$ cat config.mk
export PLATFORM = sky130hd
export DESIGN_NAME = rclsm_ctrl
export DESIGN_NICKNAME = d
export VERILOG_FILES = /design/src/hw/rtl/rclsm_pkg.sv /design/src/hw/rtl/rclsm_ctrl.sv
export SDC_FILE = /design/constraint.sdc
export NUM_CORES = 1
export LEC_CHECK = 0
export ABC_AREA = 0
export BUFFER_PORTS_ARGS = -buffer_cell sky130_fd_sc_hd__buf_2
export CORE_AREA = 2 2 56 58
export DETAILED_ROUTE_END_ITERATION = 10
export DIE_AREA = 0 0 58 60
export PLACE_DENSITY_LB_ADDON = 0.05
export SLEW_MARGIN = 5
export SYNTH_ARGS = -nofsm -noshare
export SYNTH_HDL_FRONTEND = slang
export SYNTH_SLANG_ARGS = --single-unit
$ cat constraint.sdc
create_clock -name clk -period 3.2 [get_ports clk]
set_input_delay 0.32 -clock clk [delete_from_list [all_inputs] [get_ports clk]]
set_output_delay 0.32 -clock clk [all_outputs]
set_load 0.1 [all_outputs]
$ cat src/hw/rtl/rclsm_pkg.sv
// rclsm_pkg: operation, status and register codes of the row cache slot manager
// plus the command and status structs between controller and datapath
// no dependencies
package rclsm_pkg;

    localparam logic [1:0] OP_LOOKUP = 2'd0;
    localparam logic [1:0] OP_ALLOC  = 2'd1;
    localparam logic [1:0] OP_REBASE = 2'd2;

    localparam logic [2:0] ST_HIT     = 3'd0;
    localparam logic [2:0] ST_MISS    = 3'd1;
    localparam logic [2:0] ST_ALLOC   = 3'd2;
    localparam logic [2:0] ST_FULL    = 3'd3;
    localparam logic [2:0] ST_REBASED = 3'd4;
    localparam logic [2:0] ST_BAD     = 3'd5;

    localparam logic [1:0] CFG_MAX_SLOTS    = 2'd0;
    localparam logic [1:0] CFG_NUM_VECTORS  = 2'd1;
    localparam logic [1:0] CFG_ACTIVE_COUNT = 2'd2;

    localparam int BaseMax = 262143;

    typedef enum logic [1:0] {
        SCAN_FREE,
        SCAN_EVICT,
        SCAN_MAX,
        SCAN_SUB
    } scan_mode_t;

    typedef struct packed {
        logic       clear;
        logic       load;
        logic       row_rd;
        logic       take_hit;
        logic       touch;
        logic       scan_start;
        scan_mode_t scan_mode;
        logic       evict;
        logic       commit;
        logic       mul;
        logic       emit;
        logic [2:0] code;
    } dp_cmd_t;

    typedef struct packed {
        logic [1:0] op;
        logic       bad;
        logic       row_hit;
        logic       full;
        logic       scan_busy;
        logic       found;
        logic       vfound;
        logic       ev;
        logic       clear_last;
    } dp_stat_t;

endpackage

$ cat src/hw/rtl/rclsm_ctrl.sv
// rclsm_ctrl: controller state machine of the row cache slot manager
// sequences clearing, lookup, allocation scans and rebase passes in rclsm_dp
// depends on rclsm_pkg
module rclsm_ctrl
    import rclsm_pkg::*;
(
    input  logic     clk,
    input  logic     rst_n,
    input  logic     start,
    input  dp_stat_t stat,
    output dp_cmd_t  cmd,
    output logic     busy
);

    typedef enum logic [3:0] {
        S_CLEAR,
        S_IDLE,
        S_DECODE,
        S_ROWW,
        S_FREE,
        S_EVICT,
        S_EVDONE,
        S_MAX,
        S_SUB,
        S_MUL,
        S_RESP
    } state_t;

    state_t     state_reg;
    state_t     state_next;
    logic [2:0] code_reg;
    logic [2:0] code_next;

    always_comb
    begin
        state_next    = state_reg;
        code_next     = code_reg;
        cmd           = '0;
        cmd.code      = code_reg;
        cmd.scan_mode = SCAN_FREE;
        unique case (state_reg)
            S_CLEAR:
            begin
                cmd.clear = 1'b1;
                if (stat.clear_last)
                begin
                    state_next = S_IDLE;
                end
            end
            S_IDLE:
            begin
                if (start)
                begin
                    cmd.load   = 1'b1;
                    state_next = S_DECODE;
                end
            end
            S_DECODE:
            begin
                if (stat.op == OP_REBASE)
                begin
                    cmd.scan_start = 1'b1;
                    cmd.scan_mode  = SCAN_MAX;
                    state_next     = S_MAX;
                end
                else if ((stat.op == OP_LOOKUP || stat.op == OP_ALLOC) && !stat.bad)
                begin
                    cmd.row_rd = 1'b1;
                    state_next = S_ROWW;
                end
                else
                begin
                    code_next  = ST_BAD;
                    state_next = S_RESP;
                end
            end
            S_ROWW:
            begin
                if (stat.row_hit)
                begin
                    cmd.take_hit = 1'b1;
                    cmd.touch    = (stat.op == OP_LOOKUP);
                    code_next    = ST_HIT;
                    state_next   = S_MUL;
                end
                else if (stat.op == OP_LOOKUP)
                begin
                    code_next  = ST_MISS;
                    state_next = S_RESP;
                end
                else if (stat.full)
                begin
                    cmd.scan_start = 1'b1;
                    cmd.scan_mode  = SCAN_EVICT;
                    state_next     = S_EVICT;
                end
                else
                begin
                    cmd.scan_start = 1'b1;
                    cmd.scan_mode  = SCAN_FREE;
                    state_next     = S_FREE;
                end
            end
            S_FREE:
            begin
                if (!stat.scan_busy)
                begin
                    if (stat.found)
                    begin
                        cmd.commit = 1'b1;
                        code_next  = ST_ALLOC;
                        state_next = S_MUL;
                    end
                    else if (stat.ev)
                    begin
                        code_next  = ST_FULL;
                        state_next = S_RESP;
                    end
                    else
                    begin
                        cmd.scan_start = 1'b1;
                        cmd.scan_mode  = SCAN_EVICT;
                        state_next     = S_EVICT;
                    end
                end
            end
            S_EVICT:
            begin
                if (!stat.scan_busy)
                begin
                    if (stat.vfound)
                    begin
                        cmd.evict  = 1'b1;
                        state_next = S_EVDONE;
                    end
                    else
                    begin
                        code_next  = ST_FULL;
                        state_next = S_RESP;
                    end
                end
            end
            S_EVDONE:
            begin
                if (stat.full)
                begin
                    code_next  = ST_FULL;
                    state_next = S_RESP;
                end
                else
                begin
                    cmd.scan_start = 1'b1;
                    cmd.scan_mode  = SCAN_FREE;
                    state_next     = S_FREE;
                end
            end
            S_MAX:
            begin
                if (!stat.scan_busy)
                begin
                    cmd.scan_start = 1'b1;
                    cmd.scan_mode  = SCAN_SUB;
                    state_next     = S_SUB;
                end
            end
            S_SUB:
            begin
                if (!stat.scan_busy)
                begin
                    code_next  = ST_REBASED;
                    state_next = S_RESP;
                end
            end
            S_MUL:
            begin
                cmd.mul    = 1'b1;
                state_next = S_RESP;
            end
            S_RESP:
            begin
                cmd.emit   = 1'b1;
                state_next = S_IDLE;
            end
            default:
            begin
                state_next = S_IDLE;
            end
        endcase
    end

    always_ff @(posedge clk or negedge rst_n)
    begin
        if (!rst_n)
        begin
            state_reg <= S_CLEAR;
            code_reg  <= ST_HIT;
        end
        else
        begin
            state_reg <= state_next;
            code_reg  <= code_next;
        end
    end

    assign busy = (state_reg != S_IDLE);

endmodule

==> flow_results.xml <==
<?xml version="1.0" encoding="UTF-8"?>
<metrics>
  <group name="status">
    <metric name="run_status" unit="">completed</metric>
  </group>
  <group name="critical_path">
    <metric name="critPathBufInv" unit="">1</metric>
    <metric name="critical_path_peak_fanout" unit="">15</metric>
    <metric name="setup.worst_path.class" unit="">reg2out</metric>
    <metric name="crit_path_cell_trace" unit="">nor2b_1 &gt; nand3_1 &gt; a21oi_1 &gt; nand2b_1 &gt; buf_2</metric>
    <metric name="timing.critical_path.slowest_cell_delay" unit="ps">630</metric>
    <metric name="req_time_crit_path" unit="ps">2880</metric>
    <metric name="critical-path-slowest-cell" unit="">sky130_fd_sc_hd__dfrtp_1</metric>
    <metric name="setup.worst_path.start_class" unit="">register</metric>
    <metric name="critPathCaptureType" unit="">primary output</metric>
    <metric name="critPathArrivalTime" unit="ps">2380</metric>
    <metric name="crit_family" unit="">simple AND/OR/NAND/NOR gates</metric>
  </group>
  <group name="detailed_routing">
    <metric name="drt_first_iter_violations" unit="">25</metric>
    <metric name="avgRoutedWirePerCell" unit="um">14.7</metric>
    <metric name="drt-total-wl" unit="mm">2.54</metric>
    <metric name="routed_via_density" unit="">5.57</metric>
    <metric name="vias" unit="">964</metric>
    <metric name="dr.pass1.iters" unit="">4</metric>
    <metric name="postRouteAntennaNets" unit="">0</metric>
    <metric name="drc" unit="">0</metric>
  </group>
  <group name="yosys">
    <metric name="synth_top_cell_area_share" unit="">0.211</metric>
    <metric name="synthesis.instances" unit="">114</metric>
    <metric name="synth.lib_cells_used.distinct" unit="">43</metric>
    <metric name="netlist_area" unit="um^2">831</metric>
    <metric name="syn-num-nets" unit="">127</metric>
    <metric name="ys_seq_elements" unit="">7</metric>
    <metric name="postSynth.topFlopCell" unit="">sky130_fd_sc_hd__dfrtp_1</metric>
    <metric name="postSynthAreaPerCell" unit="um^2">7.29</metric>
    <metric name="synth.top_cells.by_area" unit="">sky130_fd_sc_hd__dfrtp_1, sky130_fd_sc_hd__a21oi_1, sky130_fd_sc_hd__nor2_1</metric>
    <metric name="yosysTopAreaCell" unit="">sky130_fd_sc_hd__dfrtp_1</metric>
    <metric name="number_of_synthesized_flops_with_an_enable_pin" unit="">0</metric>
    <metric name="yosys_warnings" unit="">0</metric>
    <metric name="synthArstFlopShare" unit="">1.00</metric>
    <metric name="synth.yosys.seq_area_share" unit="">0.211</metric>
  </group>
  <group name="timing">
    <metric name="slew_headroom" unit="">0.648</metric>
    <metric name="slew_viol_final" unit="">0</metric>
    <metric name="worst_clock_skew" unit="ps">1.01</metric>
    <metric name="hold_viol_final" unit="">0</metric>
    <metric name="setup-tns-final" unit="ps">0</metric>
    <metric name="max_clock_freq" unit="MHz">371</metric>
    <metric name="tightest_slew" unit="ps">515</metric>
    <metric name="setup_slack" unit="ps">503</metric>
    <metric name="timing.final.crit_period" unit="ps">2700</metric>
    <metric name="grt_setup_unrepaired" unit="">false</metric>
    <metric name="hold_slack" unit="ps">410</metric>
    <metric name="post-route-period-util" unit="">0.843</metric>
    <metric name="report.final.setup_viol" unit="">0</metric>
  </group>
  <group name="power_and_ir_drop">
    <metric name="power.density" unit="mW/mm^2">1030</metric>
    <metric name="leakage" unit="uW">0.000481</metric>
    <metric name="design_power_total" unit="uW">1060</metric>
    <metric name="max-vdd-ir-drop" unit="mV">0.421</metric>
  </group>
  <group name="floorplan">
    <metric name="core-area" unit="mm^2">0.00290</metric>
    <metric name="die_h" unit="um">60</metric>
    <metric name="i_o_pin_total" unit="">29</metric>
    <metric name="dieArea" unit="mm^2">0.00348</metric>
    <metric name="placement_rows" unit="">20</metric>
    <metric name="initial_utilization" unit="">0.286</metric>
    <metric name="floorplan.die.width" unit="um">58</metric>
  </group>
  <group name="clocking">
    <metric name="cts_tree" unit="">yes</metric>
    <metric name="clock_sink_count" unit="">7</metric>
    <metric name="clock_path_buffers" unit="">2</metric>
    <metric name="worst_skew_pair.late_latency" unit="ps">250</metric>
    <metric name="clockRootBuffer" unit="">sky130_fd_sc_hd__clkbuf_4</metric>
    <metric name="htree_num_levels" unit="">1</metric>
    <metric name="clkSlewWorstSetupHoldPaths" unit="ps">50</metric>
    <metric name="numCtsBuffers" unit="">3</metric>
  </group>
  <group name="layout">
    <metric name="largest_register_ff_count" unit="">4</metric>
    <metric name="drive_gt1_frac" unit="">0.279</metric>
    <metric name="area.sequential" unit="um^2">175</metric>
    <metric name="flow.area_growth_from_synthesis" unit="%">24.4</metric>
    <metric name="finalNetCount" unit="">154</metric>
    <metric name="final.fill_count" unit="">311</metric>
    <metric name="multi_input_comb_area" unit="um^2">607</metric>
    <metric name="num_antenna_cells" unit="">0</metric>
    <metric name="finish.utilization" unit="">0.356</metric>
  </group>
  <group name="global_routing">
    <metric name="global_route.overflow_total" unit="">0</metric>
    <metric name="pin_count_of_the_biggest_net_entering_global_routing" unit="">17</metric>
    <metric name="grt_pass1_vias" unit="">879</metric>
    <metric name="grt_pass1_wl" unit="mm">4.09</metric>
    <metric name="grt_antenna_before_repair" unit="">0</metric>
    <metric name="track_usage" unit="">0.155</metric>
  </group>
  <group name="placed_design">
    <metric name="post-place-ws" unit="ps">848</metric>
    <metric name="port-buffer-count" unit="">28</metric>
    <metric name="place_congestion" unit="">0.796</metric>
    <metric name="dp.final_hpwl" unit="mm">2.02</metric>
  </group>
  <group name="min_path">
    <metric name="hold_path_class" unit="">in2reg</metric>
  </group>
  <group name="job">
    <metric name="maxCapViolCount" unit="">0</metric>
  </group>
</metrics>
==> cell families (layout without fill, tap and decap cells) <==
| logic type | count (synthesis) | count (layout) | synth area share |
|---|---|---|---|
| multiplexers | 4 | 4 | 0.0602 |
| flip-flops | 7 | 7 | 0.211 |
| AND/OR/NAND/NOR | 56 | 56 | 0.386 |
| XOR/XNOR | 2 | 2 | 0.0211 |
| buffers and inverters | 14 | 40 | 0.0753 |
| AO/OA/AOI/OAI | 31 | 31 | 0.247 |
==> metrics by stage <==
step | std cells | cell area, um^2
finish | 173 | 1030
global route | 173 | 1030
CTS | 173 | 1030
detailed placement | 168 | 997
global placement | 168 | 997
floorplan | 114 | 845
==> Yosys cell counts (2+ instances only) <==
library cell               count
sky130_fd_sc_hd__o21ai_1       4
sky130_fd_sc_hd__buf_2         2
sky130_fd_sc_hd__a211o_1       2
sky130_fd_sc_hd__nor4_2        2
sky130_fd_sc_hd__or2_1         2
sky130_fd_sc_hd__a31oi_1       3
sky130_fd_sc_hd__dfrtp_1       7
sky130_fd_sc_hd__nand2_1       6
sky130_fd_sc_hd__nand2b_1      4
sky130_fd_sc_hd__inv_1         5
sky130_fd_sc_hd__and3_1        2
sky130_fd_sc_hd__nand3_1       6
sky130_fd_sc_hd__nor2b_1       7
sky130_fd_sc_hd__mux2_4        2
sky130_fd_sc_hd__a21oi_1      10
sky130_fd_sc_hd__clkbuf_1      5
sky130_fd_sc_hd__mux2i_1       2
sky130_fd_sc_hd__nor2_1       13
sky130_fd_sc_hd__nor3_1        6
==> path summary, 6_finish.rpt <==
kind                                   start           end  slack, ps  cells after the start
worst max-delay path            state_reg[2]        cmd[9]        500                      5
worst min-delay path                 stat[4]  state_reg[3]        410                      3
worst max register to register  state_reg[2]   code_reg[0]       1080                      5
worst min register to register   code_reg[0]   code_reg[0]        530                      1
max in group asynchronous              rst_n  state_reg[1]       2620                      2
min in group asynchronous              rst_n  state_reg[0]        420                      2
==> where the power goes <==
group	leakage, uW	internal (uW)	switching (uW)
logic	0.000382	220	577
registers	0.0000846	116	69.8
clock network	0.0000150	47.7	33.9
total	0.000481	384	681
==> area by class of cell <==
cell class	count	share of cell area
timing repair buffer	31	0.160
clock buffer	4	0.0254
sequential	7	0.169
inverter	5	0.0182
multi-input combinational	93	0.587
tap	33	0.0400
==> tightest hold or removal path: stages <==
cell                      delay (ps)
sky130_fd_sc_hd__buf_2           170
sky130_fd_sc_hd__nand2_1          80
sky130_fd_sc_hd__o21ai_1          50
==> layout by cell type, fill, tap and decap left out, types with 3 or more instances in the layout <==
cell	n
sky130_fd_sc_hd__o21ai_1	4
sky130_fd_sc_hd__a21oi_1	10
sky130_fd_sc_hd__nand2b_1	4
sky130_fd_sc_hd__nor3_1	6
sky130_fd_sc_hd__dfrtp_1	7
sky130_fd_sc_hd__nand2_1	6
sky130_fd_sc_hd__nand3_1	6
sky130_fd_sc_hd__nor2_1	13
sky130_fd_sc_hd__inv_1	5
sky130_fd_sc_hd__buf_2	28
sky130_fd_sc_hd__nor2b_1	7
sky130_fd_sc_hd__clkbuf_4	3
sky130_fd_sc_hd__a31oi_1	3
==> per-layer routing <==
metal	track usage	part of all wire	up-vias	routed length [um]
met4	0.0698	0.022	0	56
li1	-	-	466	-
met5	0	0	-	0
met2	0.248	0.48	27	1210
met1	0.208	0.46	464	1170
met3	0.0173	0.041	7	105
==> repair_timing <==
action | CTS | global route
hold buffers | 1 | 0
endpoints found under the hold margin | 7 | 0
setup buffers | 0 | 0
gates resized for setup | 0 | 0
Power figures use the tool's default switching activity.
